$ cat src/rtl/keyed_secret_table_defines.svh
// Assertion macros shared by the keyed secret table RTL.
`ifndef KEYED_SECRET_TABLE_DEFINES_SVH
`define KEYED_SECRET_TABLE_DEFINES_SVH

`ifndef NO_ASSERTIONS
// Same-cycle implication check.
`define KST_ASSERT_IMP(label, clk, rst, ante, cons) \
   label: assert property (@(posedge clk) disable iff (rst) (ante) |-> (cons)) \
      else $error("keyed_secret_table: same-cycle check failed");
// Next-cycle implication check.
`define KST_ASSERT_NXT(label, clk, rst, ante, cons) \
   label: assert property (@(posedge clk) disable iff (rst) (ante) |=> (cons)) \
      else $error("keyed_secret_table: next-cycle check failed");
`else
`define KST_ASSERT_IMP(label, clk, rst, ante, cons)
`define KST_ASSERT_NXT(label, clk, rst, ante, cons)
`endif

`endif

$ cat src/rtl/kst_pkg.sv
// Shared constants, codes and types of the keyed secret table.
`timescale 1ns / 1ps
`default_nettype none

package kst_pkg;

   localparam int TABLE_DEPTH  = 64;
   localparam int ID_BITS      = 64;
   localparam int PAYLOAD_BITS = 64;

   localparam int IDX_BITS = (TABLE_DEPTH > 1) ? $clog2(TABLE_DEPTH) : 1;
   localparam int CNT_BITS = $clog2(TABLE_DEPTH + 1);

   localparam int CFG_BITS       = 7;
   localparam int ID_PORT_BITS   = 64;
   localparam int DATA_PORT_BITS = 64;
   localparam int KEY_BITS       = 32;
   localparam int STATUS_BITS    = 8;
   localparam int SLOT_BITS      = 6;
   localparam int KIND_BITS      = 2;
   localparam int OUTCOME_BITS   = 2;

   localparam logic [CFG_BITS-1:0] CFG_RESET = 7'd64;

   localparam logic [KIND_BITS-1:0] KIND_WRITE = 2'd0;
   localparam logic [KIND_BITS-1:0] KIND_READ  = 2'd1;
   localparam logic [KIND_BITS-1:0] KIND_CLEAR = 2'd2;
   localparam logic [KIND_BITS-1:0] KIND_NONE  = 2'd3;

   localparam logic [OUTCOME_BITS-1:0] OUTCOME_NONE      = 2'd0;
   localparam logic [OUTCOME_BITS-1:0] OUTCOME_UPDATED   = 2'd1;
   localparam logic [OUTCOME_BITS-1:0] OUTCOME_FILLED    = 2'd2;
   localparam logic [OUTCOME_BITS-1:0] OUTCOME_OVERWROTE = 2'd3;

   localparam logic [STATUS_BITS-1:0] STATUS_USABLE = 8'd1;
   localparam logic [KEY_BITS-1:0]    KEY_NOT_FOUND = 32'hFFFF_FFFF;

   localparam int QUEUE_DEPTH = 2;
   localparam int QPTR_BITS   = (QUEUE_DEPTH > 1) ? $clog2(QUEUE_DEPTH) : 1;
   localparam int QCNT_BITS   = $clog2(QUEUE_DEPTH + 1);

   // One classified request as it travels from the front to the back.
   typedef struct packed {
      logic [KIND_BITS-1:0]    op;
      logic                    do_scan;
      logic [CNT_BITS-1:0]     count;
      logic [ID_BITS-1:0]      client_id;
      logic [ID_BITS-1:0]      server_id;
      logic [KEY_BITS-1:0]     key_id;
      logic [STATUS_BITS-1:0]  status;
      logic [PAYLOAD_BITS-1:0] payload;
   } cmd_type;

   // One stored record.
   typedef struct packed {
      logic [ID_BITS-1:0]      client_id;
      logic [ID_BITS-1:0]      server_id;
      logic [KEY_BITS-1:0]     key_id;
      logic [STATUS_BITS-1:0]  status;
      logic [PAYLOAD_BITS-1:0] payload;
   } entry_type;

   typedef struct packed {
      logic                 full;
      logic [QCNT_BITS-1:0] count;
   } queue_status_type;

endpackage

`default_nettype wire

$ cat src/rtl/kst_queue.sv
// Small request queue between the decode front and the scan engine.
`timescale 1ns / 1ps
`default_nettype none

module kst_queue import kst_pkg::*; (
   input  logic             clock,
   input  logic             reset,
   input  logic             push_valid,
   output logic             push_ready,
   input  cmd_type          push_cmd,
   output logic             pop_valid,
   input  logic             pop_ready,
   output cmd_type          pop_cmd,
   output queue_status_type status
);

   cmd_type              slots_ff [QUEUE_DEPTH];
   logic [QPTR_BITS-1:0] wr_ptr_ff, wr_ptr_in;
   logic [QPTR_BITS-1:0] rd_ptr_ff, rd_ptr_in;
   logic [QCNT_BITS-1:0] count_ff, count_in;
   logic                 push, pop;

   assign push_ready = (count_ff != QCNT_BITS'(QUEUE_DEPTH));
   assign pop_valid  = (count_ff != '0);
   assign pop_cmd    = slots_ff[rd_ptr_ff];
   assign push       = push_valid && push_ready;
   assign pop        = pop_valid && pop_ready;

   assign status.full  = !push_ready;
   assign status.count = count_ff;

   always_comb begin
      wr_ptr_in = wr_ptr_ff;
      rd_ptr_in = rd_ptr_ff;
      count_in  = count_ff;
      if (push) begin
         wr_ptr_in = (wr_ptr_ff == QPTR_BITS'(QUEUE_DEPTH - 1)) ? '0 : wr_ptr_ff + 1'b1;
      end
      if (pop) begin
         rd_ptr_in = (rd_ptr_ff == QPTR_BITS'(QUEUE_DEPTH - 1)) ? '0 : rd_ptr_ff + 1'b1;
      end
      if (push && !pop) begin
         count_in = count_ff + 1'b1;
      end else if (pop && !push) begin
         count_in = count_ff - 1'b1;
      end
   end

   always_ff @(posedge clock) begin
      if (reset) begin
         wr_ptr_ff <= '0;
         rd_ptr_ff <= '0;
         count_ff  <= '0;
      end else begin
         wr_ptr_ff <= wr_ptr_in;
         rd_ptr_ff <= rd_ptr_in;
         count_ff  <= count_in;
      end
   end

   always_ff @(posedge clock) begin
      if (push) begin
         slots_ff[wr_ptr_ff] <= push_cmd;
      end
   end

endmodule

`default_nettype wire

$ cat config.mk
export PLATFORM = sky130hd
export DESIGN_NAME = kst_queue
export DESIGN_NICKNAME = d
export VERILOG_FILES = /design/src/rtl/keyed_secret_table_defines.svh /design/src/rtl/kst_pkg.sv /design/src/rtl/kst_queue.sv
export SDC_FILE = /design/constraint.sdc
export NUM_CORES = 1
export LEC_CHECK = 0
export BUFFER_PORTS_ARGS = -buffer_cell sky130_fd_sc_hd__buf_2
export CAP_MARGIN = 5
export CORE_AREA = 5 5 217 219
export CTS_CLUSTER_DIAMETER = 60
export CTS_CLUSTER_SIZE = 14
export DETAILED_ROUTE_END_ITERATION = 6
export DIE_AREA = 0 0 222 224
export PLACE_DENSITY = 0.75
export SETUP_SLACK_MARGIN = 0.5
export SLEW_MARGIN = 0
export SYNTH_ARGS = -nofsm -noshare
export SYNTH_HDL_FRONTEND = slang
export SYNTH_SLANG_ARGS = --single-unit
$ cat constraint.sdc
create_clock -name clock -period 15.85 [get_ports clock]
set_input_delay 0 -clock clock [delete_from_list [all_inputs] [get_ports clock]]
set_output_delay 0 -clock clock [all_outputs]
set_load 0.005 [all_outputs]
==> After elaboration in Yosys (flattened, before gate mapping) <==
Memories as Yosys holds them, arrays and structs flattened. A register that Yosys moved wholly into a read port is not among the register bits.
Cells that the tools add are included.
{ "op_classes": {"n_addsub": 4, "n_mul": 0, "div_mod_pow": 0, "n_lt_le_gt_ge": 0, "n_eq_ne": 1, "shifts": 0, "mux": 8, "n_bitwise": 0, "n_reduce_logical": 9} }
{ "ops": {"columns": ["operator", "n"], "rows": [
  ["$mux W1", 6],
  ["$logic_and A1 B1 Y1", 4],
  ["$mux W2", 2],
  ["$reduce_bool A2 Y1", 2],
  ["$logic_not A1 Y1", 3],
  ["$add A1 B1 Y1 const B", 2],
  ["$add A2 B1 Y2 const B", 1],
  ["$ne A2 B2 Y1 const B", 1],
  ["$sub A2 B1 Y2 const B", 1]
]} }
{ "word_totals": {"ff_bits": 4, "latch_bits": 0, "ram_bits": 484, "rom_bits": 0, "in_bits": 246, "output_inout_bits": 247, "mem_count": 1} }
{ "mem_list": {"columns": ["name", "depth", "word_bits", "rd", "rd_clocked_by_memory_dff", "write_ports", "line", "source"], "rows": [
  ["slots_ff", 2, 242, 1, 1, 1, "kst_queue.sv:17", "cmd_type slots_ff [QUEUE_DEPTH];"]
]} }

==> Longest topological paths before layout <==
{ "logic_depth": {"word_depth": 6, "depth_mapped": 7, "depth_no_buf": 7} }

==> Worst setup path before layout <==
Ideal clock, no wire load.
{ "synth_path": {"kind": "register -> register", "start": "register count_ff[0]", "end": "memory slots_ff[0][0] (netlist bit), enable pin", "setup_time_ps": 593, "arrival_time_ps": 5631, "required_time_ps": 15257, "setup_slack_ps": 9626, "path_stages_with_launch": 5, "n_path_buf": 0, "cell_sequence": "dfxtp_1 -> nand2b_4 -> inv_2 -> or3_1 -> inv_1"} }
{ "synth_between": {"elab_chain_len": 4} }
{ "synth_rtl": {"columns": ["element", "line", "source"], "rows": [
  ["start: declaration", "kst_queue.sv:20", "logic [QCNT_BITS-1:0] count_ff, count_in;"],
  ["start signal: assignment", "kst_queue.sv:57", "count_ff <= count_in;"],
  ["$ne A2 B2 Y1", "kst_queue.sv:23", "assign push_ready = (count_ff != QCNT_BITS'(QUEUE_DEPTH));"],
  ["named net push_ready", "kst_queue.sv:9", "output logic push_ready,"],
  ["$logic_and A1 B1 Y1", "kst_queue.sv:26", "assign push = push_valid && push_ready;"],
  ["$mux W1", "kst_queue.sv:62", "if (push) begin"],
  ["$mux W1 (implied by the code)", "kst_queue.sv:63", "slots_ff[wr_ptr_ff] <= push_cmd;"],
  ["end: declaration", "kst_queue.sv:17", null]
]} }
The timed path passes the listed nets, and every way through them passes these cells.

==> flow_summary.toml <==
[run_status]
status = "complete, no violations"

[final_layout]
syn2layout_area_growth_pct = 37.1
final_util_pct = 54.2
final_nets = 1788
drive_above_1_share_pct = 51.0
nFillCells = 3377
multi_input_area_mm2 = 0.00285
seqCellArea_mm2 = 0.0146

[clocking]
cts.repair_timing.setup_buffer_count = 0
cts_buffer_depth = 3
clkSinkCount = 489
clock_latency_ns = 0.54
clk_root_buffer_cell = "clkbuf_16"
cts_resized = 0
hold_buffers = 246
cts_buffers = 41
cts_tree = "built"
clk_pin_slew_ns = 0.07
cts.htree.levels = 2

[setup_path]
setup.worst_path.start_class = "flip-flop"
rr_startpoint = "count_ff[0]"
rr_worst_depth = 4
endpoint_kind = "primary output"
arrival_ns = 3.49
critical_path_class = "flip-flop to primary output"
required_ns = 15.85
path_max_fanout = 74

[synth]
synth_area_mm2 = 0.0177
synth_edf_count = 484
synth-seq-area-share_pct = 82.4
yosysWarnings = 0
synth_top_area_share_pct = 81.9
synth_top_family_by_area = "multiplexers"
ys_async_sr_fraction_pct = 0
yosysTopAreaCell = "edfxtp_1"
synth.avg_cell_area_um2 = 22.8
synthTopCellsByArea = "edfxtp_1 (82%), mux2_2 (15%), buf_6 (1.3%)"
synth_common_cells = "edfxtp_1 (484), mux2_2 (242), buf_6 (20)"
syn_inst = 779
synth_mux_area_share_pct = 15.4
synth-simple-area-share_pct = 0.310
synth_flop_cell = "edfxtp_1"
synthXorXnorAreaFrac_pct = 0.148
synthMostInstantiatedCell = "edfxtp_1"
synth_compound_area_share_pct = 0.141
syn-num-nets = 1026
yosys.area_share.adder_pct = 0.0705
ys_types = 16
synth-seq-cells = 489

[power_and_ir_drop]
pwr-share-clk_pct = 26.0
combPwrFrac_pct = 24.6
net-switching-power_uw = 889
sw_frac_of_total_pct = 26.1
leakage_uw = 0.00904
seqPwrFrac_pct = 49.5
ir_drop_mv = 0.179
total_power_uw = 3400
power.density_mw_per_mm2 = 140
power.internal_uw = 2510

[global_route]
grt_max_degree = 97
antenna_found_initial = 5
grt_pass1_wl_um = 64400
track_usage_pct = 16.5
grt_overflow = 0
grt_pass1_vias = 11240

[placement]
place_ws_ns = 12.61
port_buffers = 492
globalplace.congestion = 0.825
hpwl_um = 25900

[routing]
drcViolationCount = 0
drt-pass1-iter-count = 4
vias = 10165
ant_nets = 0
post_drt_wl_per_cell_um = 19.8
finalWirelength_um = 42800
viasPerCell = 4.71
initialDrtViolationCount = 536

[min_path]
min_path_cells = 2
hp-start = "push_cmd[1]"
hp-class = "primary input to flip-flop"

[sta]
tns_ns = 0
slew_violations = 0
layout_worst_path_cycle_share_pct = 22.0
setup_violations = 0
post-route-min-period_ns = 3.49
fmax_mhz = 287
hold_viol = 0
worst_slack_ns = 12.36
rsz0062_at_grt = "false"
tightest_slew_ns = 1.08
max_slew_margin_pct = 27.8
clock_skew_ns = 0.0165

[floorplanning]
rows = 78
core_area_mm2 = 0.0449
die_w_um = 222
fp.dieH_um = 224
dieArea_mm2 = 0.0497
start_util_pct = 39.5
ios = 493

[run]
maxCapViolCount = 0
-- state kept, by name, summed over array words and instances, names as in the netlist, named ones only --
| name | flops |
|---|---|
| slots_ff | 484 |
| count_ff | 2 |
| rd_ptr_ff | 1 |
| wr_ptr_ff | 1 |
-- stage by stage --
| step | hold WS [ns] | cell area, um^2 | cells |
|---|---|---|---|
| final | 0.175 | 24300 | 2157 |
| after global routing | 0.144 | 24300 | 2156 |
| after CTS | 0.129 | 24300 | 2152 |
| after detailed placement | 0.191 | 20800 | 1852 |
| after global placement | 0.187 | 20800 | 1852 |
| after floorplan | 0.0691 | 17700 | 779 |
-- cell type report --
cell class / instances / area share [%]
clock buffers: 51 / 4.37
inverters: 3 / 0.0771
clock inverters: 3 / 0.0771
multi-input cells: 260 / 11.7
flip-flops and latches: 489 / 60.2
well taps: 600 / 3.08
repair buffers: 746 / 20.5
diodes: 5 / 0.0514
-- power groups by stage --
stage               sequential (uW)  combinational [uW]  clock [uW]
finish                         1680                 835         882
global route                   1700                 894         966
CTS                            1680                 837         902
detailed placement             1710                 779           0
global placement               1700                 775           0
floorplan                      1710                 473           0
-- cells by family (layout without fill, tap and decap cells) --
kind of cell	Yosys count	count (layout)
buffers and inverters	30	803
AOI/OAI and AO/OA	5	5
adders and majority gates	1	1
muxes	242	242
other	0	5
xor gates and xnor gates	3	3
and+or+nand+nor	9	9
DFF	489	489
-- cells in the final DEF (no fill, tap or decap), drive strengths merged --
master and n:
a21oi 2, and3 1, buf 500, clkbuf 51, clkinv 1, clkinvlp 2
dfxtp 5, diode 5, dlygate4sd3 246, edfxtp 484, ha 1, inv 3
mux2 242, nand2b 1, nor2 4, o21ai 3, or2 1, or3 2
xor2 3
-- per-layer routing --
layer / vias up / track usage (%) / wire length (um) / part of all wire, %
met5: - / 0 / 0 / 0
met4: 0 / 5.87 / 1440 / 3.4
met3: 83 / 5.15 / 3380 / 7.9
met2: 437 / 29.8 / 22600 / 53
met1: 5024 / 18.4 / 15300 / 36
li1: 4621 / - / - / -
-- worst paths after layout --
path | endpoint | slack, ns
worst max-delay path | pop_cmd[85] | 12.36
worst min-delay path | slots_ff[0][1] | 0.17
worst max register to register | slots_ff[1][179] | 12.66
worst min register to register | wr_ptr_ff | 0.55
-- worst max-delay path, cell delays in order (launching register included) --
cell     delay [ns]
dfxtp_4        0.78
buf_4          0.62
buf_4          0.85
mux2_2         0.42
buf_2          0.15
No activity file was read; power rests on OpenSTA's default activity.
