==> src/rtl/keyed_secret_table_defines.svh <==
// Assertion macros shared by the keyed secret table RTL.
`ifndef KEYED_SECRET_TABLE_DEFINES_SVH
`define KEYED_SECRET_TABLE_DEFINES_SVH

`ifndef NO_ASSERTIONS
// Same-cycle implication check.
`define KST_ASSERT_IMP(label, clk, rst, ante, cons) \
   label: assert property (@(posedge clk) disable iff (rst) (ante) |-> (cons)) \
      else $error("keyed_secret_table: same-cycle check failed");
// Next-cycle implication check.
`define KST_ASSERT_NXT(label, clk, rst, ante, cons) \
   label: assert property (@(posedge clk) disable iff (rst) (ante) |=> (cons)) \
      else $error("keyed_secret_table: next-cycle check failed");
`else
`define KST_ASSERT_IMP(label, clk, rst, ante, cons)
`define KST_ASSERT_NXT(label, clk, rst, ante, cons)
`endif

`endif

==> src/rtl/kst_pkg.sv <==
// Shared constants, codes and types of the keyed secret table.
`timescale 1ns / 1ps
`default_nettype none

package kst_pkg;

   localparam int TABLE_DEPTH  = 64;
   localparam int ID_BITS      = 64;
   localparam int PAYLOAD_BITS = 64;

   localparam int IDX_BITS = (TABLE_DEPTH > 1) ? $clog2(TABLE_DEPTH) : 1;
   localparam int CNT_BITS = $clog2(TABLE_DEPTH + 1);

   localparam int CFG_BITS       = 7;
   localparam int ID_PORT_BITS   = 64;
   localparam int DATA_PORT_BITS = 64;
   localparam int KEY_BITS       = 32;
   localparam int STATUS_BITS    = 8;
   localparam int SLOT_BITS      = 6;
   localparam int KIND_BITS      = 2;
   localparam int OUTCOME_BITS   = 2;

   localparam logic [CFG_BITS-1:0] CFG_RESET = 7'd64;

   localparam logic [KIND_BITS-1:0] KIND_WRITE = 2'd0;
   localparam logic [KIND_BITS-1:0] KIND_READ  = 2'd1;
   localparam logic [KIND_BITS-1:0] KIND_CLEAR = 2'd2;
   localparam logic [KIND_BITS-1:0] KIND_NONE  = 2'd3;

   localparam logic [OUTCOME_BITS-1:0] OUTCOME_NONE      = 2'd0;
   localparam logic [OUTCOME_BITS-1:0] OUTCOME_UPDATED   = 2'd1;
   localparam logic [OUTCOME_BITS-1:0] OUTCOME_FILLED    = 2'd2;
   localparam logic [OUTCOME_BITS-1:0] OUTCOME_OVERWROTE = 2'd3;

   localparam logic [STATUS_BITS-1:0] STATUS_USABLE = 8'd1;
   localparam logic [KEY_BITS-1:0]    KEY_NOT_FOUND = 32'hFFFF_FFFF;

   localparam int QUEUE_DEPTH = 2;
   localparam int QPTR_BITS   = (QUEUE_DEPTH > 1) ? $clog2(QUEUE_DEPTH) : 1;
   localparam int QCNT_BITS   = $clog2(QUEUE_DEPTH + 1);

   // One classified request as it travels from the front to the back.
   typedef struct packed {
      logic [KIND_BITS-1:0]    op;
      logic                    do_scan;
      logic [CNT_BITS-1:0]     count;
      logic [ID_BITS-1:0]      client_id;
      logic [ID_BITS-1:0]      server_id;
      logic [KEY_BITS-1:0]     key_id;
      logic [STATUS_BITS-1:0]  status;
      logic [PAYLOAD_BITS-1:0] payload;
   } cmd_type;

   // One stored record.
   typedef struct packed {
      logic [ID_BITS-1:0]      client_id;
      logic [ID_BITS-1:0]      server_id;
      logic [KEY_BITS-1:0]     key_id;
      logic [STATUS_BITS-1:0]  status;
      logic [PAYLOAD_BITS-1:0] payload;
   } entry_type;

   typedef struct packed {
      logic                 full;
      logic [QCNT_BITS-1:0] count;
   } queue_status_type;

endpackage

`default_nettype wire

==> src/rtl/kst_front.sv <==
// Request decode: masks the fields and decides whether a table scan is needed.
`timescale 1ns / 1ps
`default_nettype none

module kst_front import kst_pkg::*; (
   input  logic                      req_valid,
   output logic                      req_ready,
   input  logic [KIND_BITS-1:0]      req_kind,
   input  logic [ID_PORT_BITS-1:0]   req_client_id,
   input  logic [ID_PORT_BITS-1:0]   req_server_id,
   input  logic signed [KEY_BITS-1:0] req_new_key_id,
   input  logic [STATUS_BITS-1:0]    req_new_status,
   input  logic [DATA_PORT_BITS-1:0] req_new_key_data,
   input  logic [CFG_BITS-1:0]       entries_in_use,
   output logic                      push_valid,
   input  logic                      push_ready,
   output cmd_type                   push_cmd
);

   logic [CNT_BITS-1:0] count;
   logic                ids_present;

   always_comb begin
      if (int'(entries_in_use) > TABLE_DEPTH) begin
         count = CNT_BITS'(TABLE_DEPTH);
      end else begin
         count = CNT_BITS'(entries_in_use);
      end
   end

   always_comb begin
      push_cmd.count     = count;
      push_cmd.client_id = req_client_id[ID_BITS-1:0];
      push_cmd.server_id = req_server_id[ID_BITS-1:0];
      push_cmd.key_id    = req_new_key_id;
      push_cmd.status    = req_new_status;
      push_cmd.payload   = req_new_key_data[PAYLOAD_BITS-1:0];
      ids_present = (push_cmd.client_id != '0) && (push_cmd.server_id != '0);
      // Only writes and reads with both ids present need the table walk.
      case (req_kind)
         KIND_WRITE: begin
            push_cmd.op      = KIND_WRITE;
            push_cmd.do_scan = (count != '0);
         end
         KIND_READ: begin
            push_cmd.op      = KIND_READ;
            push_cmd.do_scan = (count != '0) && ids_present;
         end
         KIND_CLEAR: begin
            push_cmd.op      = KIND_CLEAR;
            push_cmd.do_scan = 1'b0;
         end
         default: begin
            push_cmd.op      = KIND_NONE;
            push_cmd.do_scan = 1'b0;
         end
      endcase
   end

   assign push_valid = req_valid;
   assign req_ready  = push_ready;

endmodule

`default_nettype wire

==> config.mk <==
export PLATFORM = sky130hd
export DESIGN_NAME = kst_front
export DESIGN_NICKNAME = d
export VERILOG_FILES = /design/src/rtl/keyed_secret_table_defines.svh /design/src/rtl/kst_pkg.sv /design/src/rtl/kst_front.sv
export SDC_FILE = /design/constraint.sdc
export NUM_CORES = 1
export LEC_CHECK = 0
export ABC_AREA = 0
export BUFFER_PORTS_ARGS = -buffer_cell sky130_fd_sc_hd__buf_2
export CAP_MARGIN = 40
export CELL_PAD_IN_SITES_DETAIL_PLACEMENT = 1
export CELL_PAD_IN_SITES_GLOBAL_PLACEMENT = 1
export CORE_AREA = 2 2 190 192
export DETAILED_ROUTE_END_ITERATION = 8
export DIE_AREA = 0 0 192 194
export GPL_TIMING_DRIVEN = 1
export PLACE_DENSITY = 0.56
export SKIP_LAST_GASP = 1
export SYNTH_ARGS = -nofsm -noshare
export SYNTH_HDL_FRONTEND = slang
export SYNTH_SLANG_ARGS = --single-unit
==> constraint.sdc <==
create_clock -name vclk -period 0.9
set_clock_uncertainty 0.05 [all_clocks]
set_input_delay 0.045 -clock vclk [all_inputs]
set_output_delay 0.045 -clock vclk [all_outputs]
set_load 0.01 [all_outputs]
# == Word level (Yosys, flattened, before mapping) ==
# Index checks and enable logic that the tools add are counted.
# totals
register_bits,0
in_bits,243
output_inout_bits,244
wordCells,11
# classes
magnitude_cmp,1
eq_ne,2
muxes,2
n_reduce_logical,6
# op_table
cell,count
$reduce_bool A64 Y1,2
$pmux W3 S3,1
$gt A7 B7 Y1 const B,1
$mux W7,1
$reduce_bool A7 Y1,1
$eq A2 B1 Y1 const B,1
$eq A2 B2 Y1 const B,1
$logic_and A1 B1 Y1,2
$logic_not A2 Y1,1

# == Longest topological paths before layout ==
# Gate-level depths: netlist of run 1.
# depth
word_depth,5
depth_mapped,5
ltp_nobuf,5

# == Least setup slack after synthesis of run 1 ==
# Ideal clock, no wire load.
# synth_path
path_kind,in2out
from,in req_client_id[0]
to,out push_cmd[239] (netlist bit)
arrival_ps,863
required_time_ps,805
setup_slack_ps,-58
cell_stages,5
n_path_buf,0
cell_sequence,nor4_1 nand4_1 nor4_1 a21o_1 a221oi_2
# synth_lines
element,line,text
"start, declared",kst_front.sv:9,"input logic [ID_PORT_BITS-1:0] req_client_id,"
"end, declared",kst_front.sv:17,output cmd_type push_cmd

==> run_results.csv, run 1 <==
group,metric,value,unit
job,maxCapViolCount,0,
floorplan,die-area,37200,um2
timing,fin_crit_sh,184,%
timing,slew_violations,0,
drt,wl,10.7,mm
timing,hold_viol,0,
timing,period_needed,1650,ps
final_layout,stdcell_area,2840,um2
grt,grt_max_degree,8,
floorplan,initial_utilization,5.99,%
placement,place_ws,-1200,ps
setup_path,path_buf_inv,4,
timing,finalSetupTns,-752,ps
drt,routed_via_density,2.46,
final_layout,seq_area,0,um2
setup_path,slowest_stage,"nand4_1",
grt,grt_pass1_wl,13.6,mm
synthesis,ys_types,10,
final_layout,nNetsFinal,627,
grt,grt_remaining_overflow,0,
placement,place_congestion,0.760,
placement,dp_hpwl,10.1,mm
synthesis,syn_area_per_cell,7.27,um2
outcome,violations,"setup timing",
synthesis,synth_top_area_share,83.3,%
final_layout,final_common_cell,"buf_2",
setup_path,cp-end-kind,"output port",
setup_path,max_stage_delay,270,ps
timing,rsz0062_at_grt,"true",
clock_network,cts.hold.buffers_added,0,
setup_path,worst-path-max-fanout,2,
setup_path,required,810,ps
outcome,status,"finished, violations left",
setup_path,criticalPathCategory,"in -> out",
drt,wl_per_cell,12.7,um
drt,final_antenna_net_count,0,
power_and_ir_drop,cellLeakagePower,0.00143,uW
floorplan,num_io_pins,487,
placement,portBuffers,275,
synthesis,synth_top_cell_by_area,"buf_4",
grt,grt_use_total,4.91,%
min_path,hold_class,"in -> out",
setup_path,critPathLaunchType,"primary input",
drt,via_count,2075,
final_layout,clkbuf_count,0,
floorplan,dieWidth,192,um
final_layout,drive_gt1_share,89.3,%
grt,antenna_found_initial,1,
floorplan,fp.coreArea,35200,um2
placement,placed_cell_area,2730,um2
drt,drcViolationCount,0,
timing,timing.hold.ws,40.0,ps
setup_path,cp_cell_sequence,"buf_2 -> nor4_2 -> buf_4 -> nand4_1 -> nor4_4 -> buf_4 -> a21o_1 -> a221oi_2 -> buf_2",
power_and_ir_drop,power.density,421,nW/um2
final_layout,final_cell_mix,"273 x buf_2, 54 x buf_4, 23 x nor4_1, 8 x nand4_1",
synthesis,yosysWarnings,0,
timing,setup_viol,1,
final_layout,area.growth.synth_to_final,34.4,%
synthesis,synth_nets,533,
final_layout,fill_cells,4368,
final_layout,seq_cells,0,
setup_path,critical_path.top_delay_family,"simple AND/OR/NAND/NOR gates",
drt,initialDrtViolationCount,47,
drt,dr.pass1.iters,4,
floorplan,num_rows,69,
timing,fmaxAchievable,605,MHz
setup_path,arrival,1560,ps
timing,setup_slack,-752,ps
synthesis,ys_seq_area_share,0,%
power_and_ir_drop,ir_worst_vdd,0.0000867,V
final_layout,num_antenna_cells,0,
grt,grt_pass1_vias,2073,
synthesis,synth_area_leaders,"buf_4 83%, nor4_1 9.8%, nand4_1 2.4%, nor2b_1 1.8%, a221oi_2 0.71%",
floorplan,die_h,194,um
timing,worst_slew_pin_slew,361,ps
synthesis,synthCells,290,
synthesis,syn_area,2110,um2
timing,relSlewSlack,75.7,%
logic make-up (layout without fill, tap and decap cells):
kind of cell           after synthesis  count (layout)  share of synthesized area [%]
AO/OA/AOI/OAI                        2               2                           1.07
buffers and inverters              237             329                           83.8
AND/OR/NAND/NOR                     51              51                           15.1
cell usage after synthesis:
cell	number
nor4_1	33
a21o_1	1
nand4_1	8
nor3_1	1
nor2_1	2
a221oi_2	1
nor4_2	1
clkbuf_1	3
buf_4	234
nor2b_1	6
layer usage:
| metal | wire [um] | track usage [%] | vias to the layer above |
|---|---|---|---|
| li1 | - | - | 916 |
| met1 | 3680 | 5.09 | 884 |
| met2 | 5180 | 8.89 | 203 |
| met3 | 1380 | 1.76 | 70 |
| met4 | 468 | 2.01 | 2 |
| met5 | 16 | 0 | - |
final cells by class:
type	count	area, um2	share of cell area (%)
tap	461	577	20.3
timing repair buffer	329	1800	63.5
multi-input combinational	53	457	16.1
power by group:
group | internal (uW) | switching (uW) | total [uW] | leakage [uW]
registers | 0 | 0 | 0 | 0
logic | 602 | 591 | 1190 | 0.00143
clock network | 0 | 0 | 0 | 0
worst paths after layout:
check / start / to / slack [ps] / depth (start not counted)
worst max-delay path: req_client_id[0] / push_cmd[239] / -750 / 9
worst min-delay path: req_new_key_data[42] / push_cmd[42] / 40 / 0
per-stage QoR:
step / instances / utilization, % / power, uW
floorplan: 290 / - / 1130
global placement: 843 / 7.76 / 1160
detailed placement: 843 / 7.76 / 1170
CTS: 844 / 7.99 / 1200
global route: 843 / 8.05 / 1290
finish: 843 / 8.05 / 1190
timing repair:
| item | CTS | global route |
|---|---|---|
| setup buffers | 1 | 0 |
| pin swaps | 5 | 5 |
| gates resized for setup | 13 | 4 |
| cloned | 0 | 0 |
| endpoints found under the hold margin | 0 | 0 |
| setup endpoints to repair | 1 | 1 |
Note: power is estimated with default switching activity, not from simulation.
==> inputs of run 2 (changes only) <==
- PLACE_DENSITY: 0.56 -> 0.52
==> run_results.csv, run 2 (synthesis results as in run 1) <==
group,metric,value,unit
timing,relSlewSlack,73.1,%
power_and_ir_drop,ir_worst_vdd,0.000108,V
min_path,hold_class,"in -> out",
setup_path,slowest_stage,"nor4_4",
timing,period_needed,1690,ps
timing,rsz0062_at_grt,"true",
grt,antenna_found_initial,0,
power_and_ir_drop,cellLeakagePower,0.00135,uW
timing,setup_viol,1,
min_path,hold-path-endpoint,"push_cmd[22]",
final_layout,final_common_cell,"buf_2",
final_layout,area.growth.synth_to_final,29.2,%
setup_path,cp-end-kind,"output port",
timing,setup_slack,-791,ps
drt,via_count,2026,
floorplan,dieWidth,192,um
timing,worst_slew_pin_slew,400,ps
final_layout,seq_cells,0,
grt,grt_pass1_wl,13.3,mm
outcome,status,"finished, violations left",
grt,grt_use_total,4.96,%
setup_path,required,810,ps
setup_path,cp_cell_sequence,"buf_2 -> nor4_4 -> buf_4 -> nand4_1 -> nor4_2 -> buf_4 -> a21o_1 -> a221oi_2 -> buf_2",
grt,grt_remaining_overflow,0,
drt,dr.pass1.iters,4,
drt,routed_via_density,2.44,
floorplan,initial_utilization,5.99,%
final_layout,seq_area,0,um2
placement,place_congestion,0.644,
outcome,violations,"setup timing",
timing,hold_viol,0,
power_and_ir_drop,power.density,414,nW/um2
final_layout,nNetsFinal,613,
final_layout,final_cell_mix,"271 x buf_2, 40 x buf_4, 23 x nor4_1, 8 x nand4_1",
floorplan,die_h,194,um
min_path,hold_start,"req_new_key_data[22]",
setup_path,criticalPathCategory,"in -> out",
drt,initialDrtViolationCount,12,
placement,place_ws,-1210,ps
setup_path,arrival,1600,ps
min_path,holdPathStages,0,
placement,dp_hpwl,10.0,mm
timing,fin_crit_sh,188,%
setup_path,worst-path-max-fanout,2,
drt,final_antenna_net_count,0,
floorplan,num_io_pins,487,
timing,fmaxAchievable,591,MHz
floorplan,die-area,37200,um2
final_layout,clkbuf_count,0,
floorplan,num_rows,69,
setup_path,max_stage_delay,320,ps
final_layout,num_antenna_cells,0,
floorplan,fp.coreArea,35200,um2
job,maxCapViolCount,0,
power_and_ir_drop,fin_total_pwr,1130,uW
drt,wl,10.8,mm
setup_path,critPathLaunchType,"primary input",
final_layout,fill_cells,4334,
final_layout,multi_input_area,448,um2
drt,wl_per_cell,13.0,um
final_layout,final_core_util,7.74,%
grt,grt_pass1_vias,2078,
drt,drcViolationCount,0,
timing,slew_violations,0,
final_layout,drive_gt1_share,88.9,%
placement,portBuffers,275,
grt,grt_max_degree,8,
## run 2: cell types whose count changed in the layout (fill, tap and decap cells not counted)
cell	delta
buf_4	-14
buf_6	+4
buf_2	-2
buf_8	-2
nor4_2	+1
nor4_4	-1
## run 2: report_power, final
part,switching (uW),internal [uW]
clock,0,0
combinational,567,563
sequential,0,0
total,567,563
## run 2: stage by stage
stage               setup TNS [ps]  instance area (um2)  std cells  hold slack (ps)
floorplan                    -37.7                 2140        290             66.9
detailed placement           -1210                 2630        829             40.1
global placement             -1210                 2630        829             40.1
CTS                           -960                 2720        829             40.1
global route                  -980                 2730        829             40.0
finish                        -791                 2730        829             40.0
## run 2: critical path: cells and delay by family
| family | cells | cell delay [ps] |
|---|---|---|
| simple gates | 3 | 790 |
| buf+inv | 4 | 600 |
| compound gates | 2 | 160 |
## run 2: repair_timing
item | in CTS | in global routing
endpoints found under the setup margin | 1 | 1
resized for setup | 14 | 1
endpoints found under the hold margin | 0 | 0
setup buffers | 0 | 0
pin swaps | 9 | 0
hold buffers | 0 | 0
## run 2: metal layers
metal | vias up | wire length, um | global-route usage [%]
met2 | 244 | 5980 | 11.1
met4 | 0 | 665 | 2.83
li1 | 885 | - | -
met3 | 56 | 1350 | 1.19
met5 | - | 0 | 0
met1 | 841 | 2780 | 3.47
## run 2: worst max-delay path by stage
stage	startpoint	endpoint	slack [ps]
6_report	req_client_id[63]	push_cmd[239]	-790
5_1_grt	req_client_id[63]	push_cmd[239]	-980
4_1_cts	req_client_id[38]	push_cmd[239]	-960
3_5_place_dp	req_client_id[53]	push_cmd[239]	-1210
3_3_place_gp	req_client_id[53]	push_cmd[239]	-1210
2_1_floorplan	req_client_id[34]	push_cmd[239]	-40
## run 2: area by class of cell
type / instances / area share (%)
timing repair buffer: 315 / 62.4
multi-input combinational: 53 / 16.4
tap: 461 / 21.2
==> inputs of run 3 (changes only) <==
- ABC_AREA: 0 -> 1
- CORE_AREA: 2 2 190 192 -> 2 2 191 193
- DIE_AREA: 0 0 192 194 -> 0 0 193 195
- PLACE_DENSITY: 0.52 -> 0.53
- SKIP_LAST_GASP: 1 -> unset
==> run_results.csv, run 3 <==
group,metric,value,unit
timing,rsz0062_at_grt,"true",
synthesis,syn_area_per_cell,6.07,um2
timing,fmaxAchievable,886,MHz
floorplan,num_io_pins,487,
final_layout,drive_gt1_share,75.4,%
power_and_ir_drop,power.density,400,nW/um2
synthesis,synth_common_cells,"234 x buf_4, 92 x nor2_1, 44 x nand2_1, 7 x inv_1, 3 x clkbuf_1",
drt,routed_via_density,2.48,
drt,final_antenna_net_count,0,
final_layout,nNetsFinal,693,
final_layout,stdcell_area,2940,um2
timing,setup_viol,1,
setup_path,cp-end-kind,"output port",
setup_path,worst-path-max-fanout,2,
timing,setup_slack,-229,ps
setup_path,criticalPathCategory,"in -> out",
power_and_ir_drop,cellLeakagePower,0.00150,uW
timing,hold_viol,0,
timing,period_needed,1130,ps
placement,placed_cell_area,2730,um2
synthesis,synth_top_area_share,75.4,%
timing,timing.hold.ws,40.0,ps
floorplan,fp.coreArea,35400,um2
drt,drcViolationCount,0,
drt,dr.pass1.iters,2,
synthesis,synth_top_cell_by_area,"buf_4",
synthesis,synthCells,384,
grt,grt_pass1_vias,2197,
final_layout,clkbuf_count,0,
synthesis,yosysWarnings,0,
setup_path,critPathLaunchType,"primary input",
floorplan,num_rows,69,
clock_network,post-cts-setup-buffers,0,
synthesis,syn_area,2330,um2
setup_path,required,810,ps
placement,place_congestion,0.694,
drt,wl_per_cell,11.0,um
timing,fin_crit_sh,125,%
synthesis,synth_nets,627,
min_path,hold-path-endpoint,"push_cmd[22]",
drt,via_count,2258,
floorplan,dieWidth,193,um
final_layout,fill_cells,4395,
timing,relSlewSlack,90.2,%
final_layout,final_common_cell,"buf_2",
job,maxCapViolCount,0,
drt,initialDrtViolationCount,19,
placement,portBuffers,275,
floorplan,initial_utilization,6.58,%
final_layout,seq_cells,0,
grt,grt_pass1_wl,12.7,mm
floorplan,die-area,37600,um2
grt,grt_max_degree,5,
placement,place_inst,912,
grt,antenna_found_initial,3,
synthesis,ys_types,9,
grt,grt_use_total,4.56,%
drt,wl,10.0,mm
synthesis,synth_area_leaders,"buf_4 75%, nor2_1 15%, nand2_1 7.1%, inv_1 1.1%, clkbuf_1 0.48%",
min_path,hold_class,"in -> out",
timing,slew_violations,0,
setup_path,arrival,1030,ps
floorplan,die_h,195,um
outcome,violations,"setup timing",
grt,grt_remaining_overflow,0,
placement,dp_hpwl,9.36,mm
power_and_ir_drop,ir_worst_vdd,0.0000956,V
final_layout,area.growth.synth_to_final,26.4,%
min_path,holdPathStages,0,
final_layout,final_cells,909,
final_layout,num_antenna_cells,0,
final_layout,final_cell_mix,"257 x buf_2, 67 x nor2_1, 35 x nand2_1, 29 x buf_4, 18 x nor2_2",
final_layout,seq_area,0,um2
min_path,hold_start,"req_new_key_data[22]",
timing,worst_slew_pin_slew,146,ps
synthesis,yosysMostFrequentCell,"buf_4",
synthesis,ys_seq_area_share,0,%
outcome,status,"finished, violations left",
[run 3: cell types whose count changed in the layout (fill, tap and decap cells not counted), moves of 11 or more]
cell | previous run | this run
nor4_1 | 23 | 0
buf_2 | 271 | 257
nor2_1 | 2 | 67
nor2_2 | 0 | 18
buf_4 | 40 | 29
nand2_1 | 0 | 35
[run 3: timing repair]
item / in CTS / in global routing
hold buffers: 0 / 0
endpoints found under the setup margin: 5 / 5
endpoints found under the hold margin: 0 / 0
resized for setup: 21 / 43
pin swaps: 13 / 27
[run 3: worst max-delay path by stage]
stage	from	slack, ps	endpoint	cells past startpoint
2_1_floorplan	req_server_id[63]	210	push_cmd[239]	8
3_3_place_gp	req_client_id[15]	-620	push_cmd[239]	11
3_5_place_dp	req_client_id[15]	-620	push_cmd[239]	11
4_1_cts	req_client_id[8]	-370	push_cmd[239]	11
5_1_grt	req_client_id[27]	-380	push_cmd[239]	11
6_report	req_client_id[14]	-230	push_cmd[239]	11
[run 3: report_power, final]
part           switching (uW)  internal, uW
Combinational             576           601
Sequential                  0             0
Clock                       0             0
[run 3: worst max-delay path, cell delays in order]
cell	delay [ps]
buf_6	100
nor2_2	110
nand2_2	70
nor2_4	140
nand2_1	60
nor2_1	90
buf_4	120
nand2_4	50
nand2_2	60
a21oi_2	50
buf_4	140
[run 3: logic make-up after synthesis]
logic type / count (synthesis) / share of synthesized area, %
and+or+nand+nor: 138 / 22.4
AOI/OAI and AO/OA: 2 / 0.591
buffers and inverters: 244 / 77.0
[run 3: metrics by stage]
step                      setup slack [ps]  total power, uW  setup TNS [ps]  utilization [%]
final                                 -229             1180            -229             8.32
after global routing                  -379             1310            -421             8.32
after CTS                             -371             1150            -435             7.93
after detailed placement              -617             1120           -1040             7.72
after global placement                -624             1110            -925             7.72
after floorplan                        212             1190               0                -
[run 3: metal layers]
metal | global-route usage [%] | part of all wire (%) | vias up
li1 | - | - | 1048
met1 | 4.01 | 30 | 925
met2 | 8.67 | 50 | 235
met3 | 2.46 | 16 | 44
met4 | 1.54 | 3.6 | 6
met5 | 0 | 0.43 | -
[run 3: layout make-up]
| class | instances | area [um2] | area share (%) |
|---|---|---|---|
| multi-input combinational | 140 | 664 | 22.6 |
| tap | 461 | 577 | 19.6 |
| inverter | 7 | 26.3 | 0.892 |
| timing repair buffer | 301 | 1680 | 56.9 |
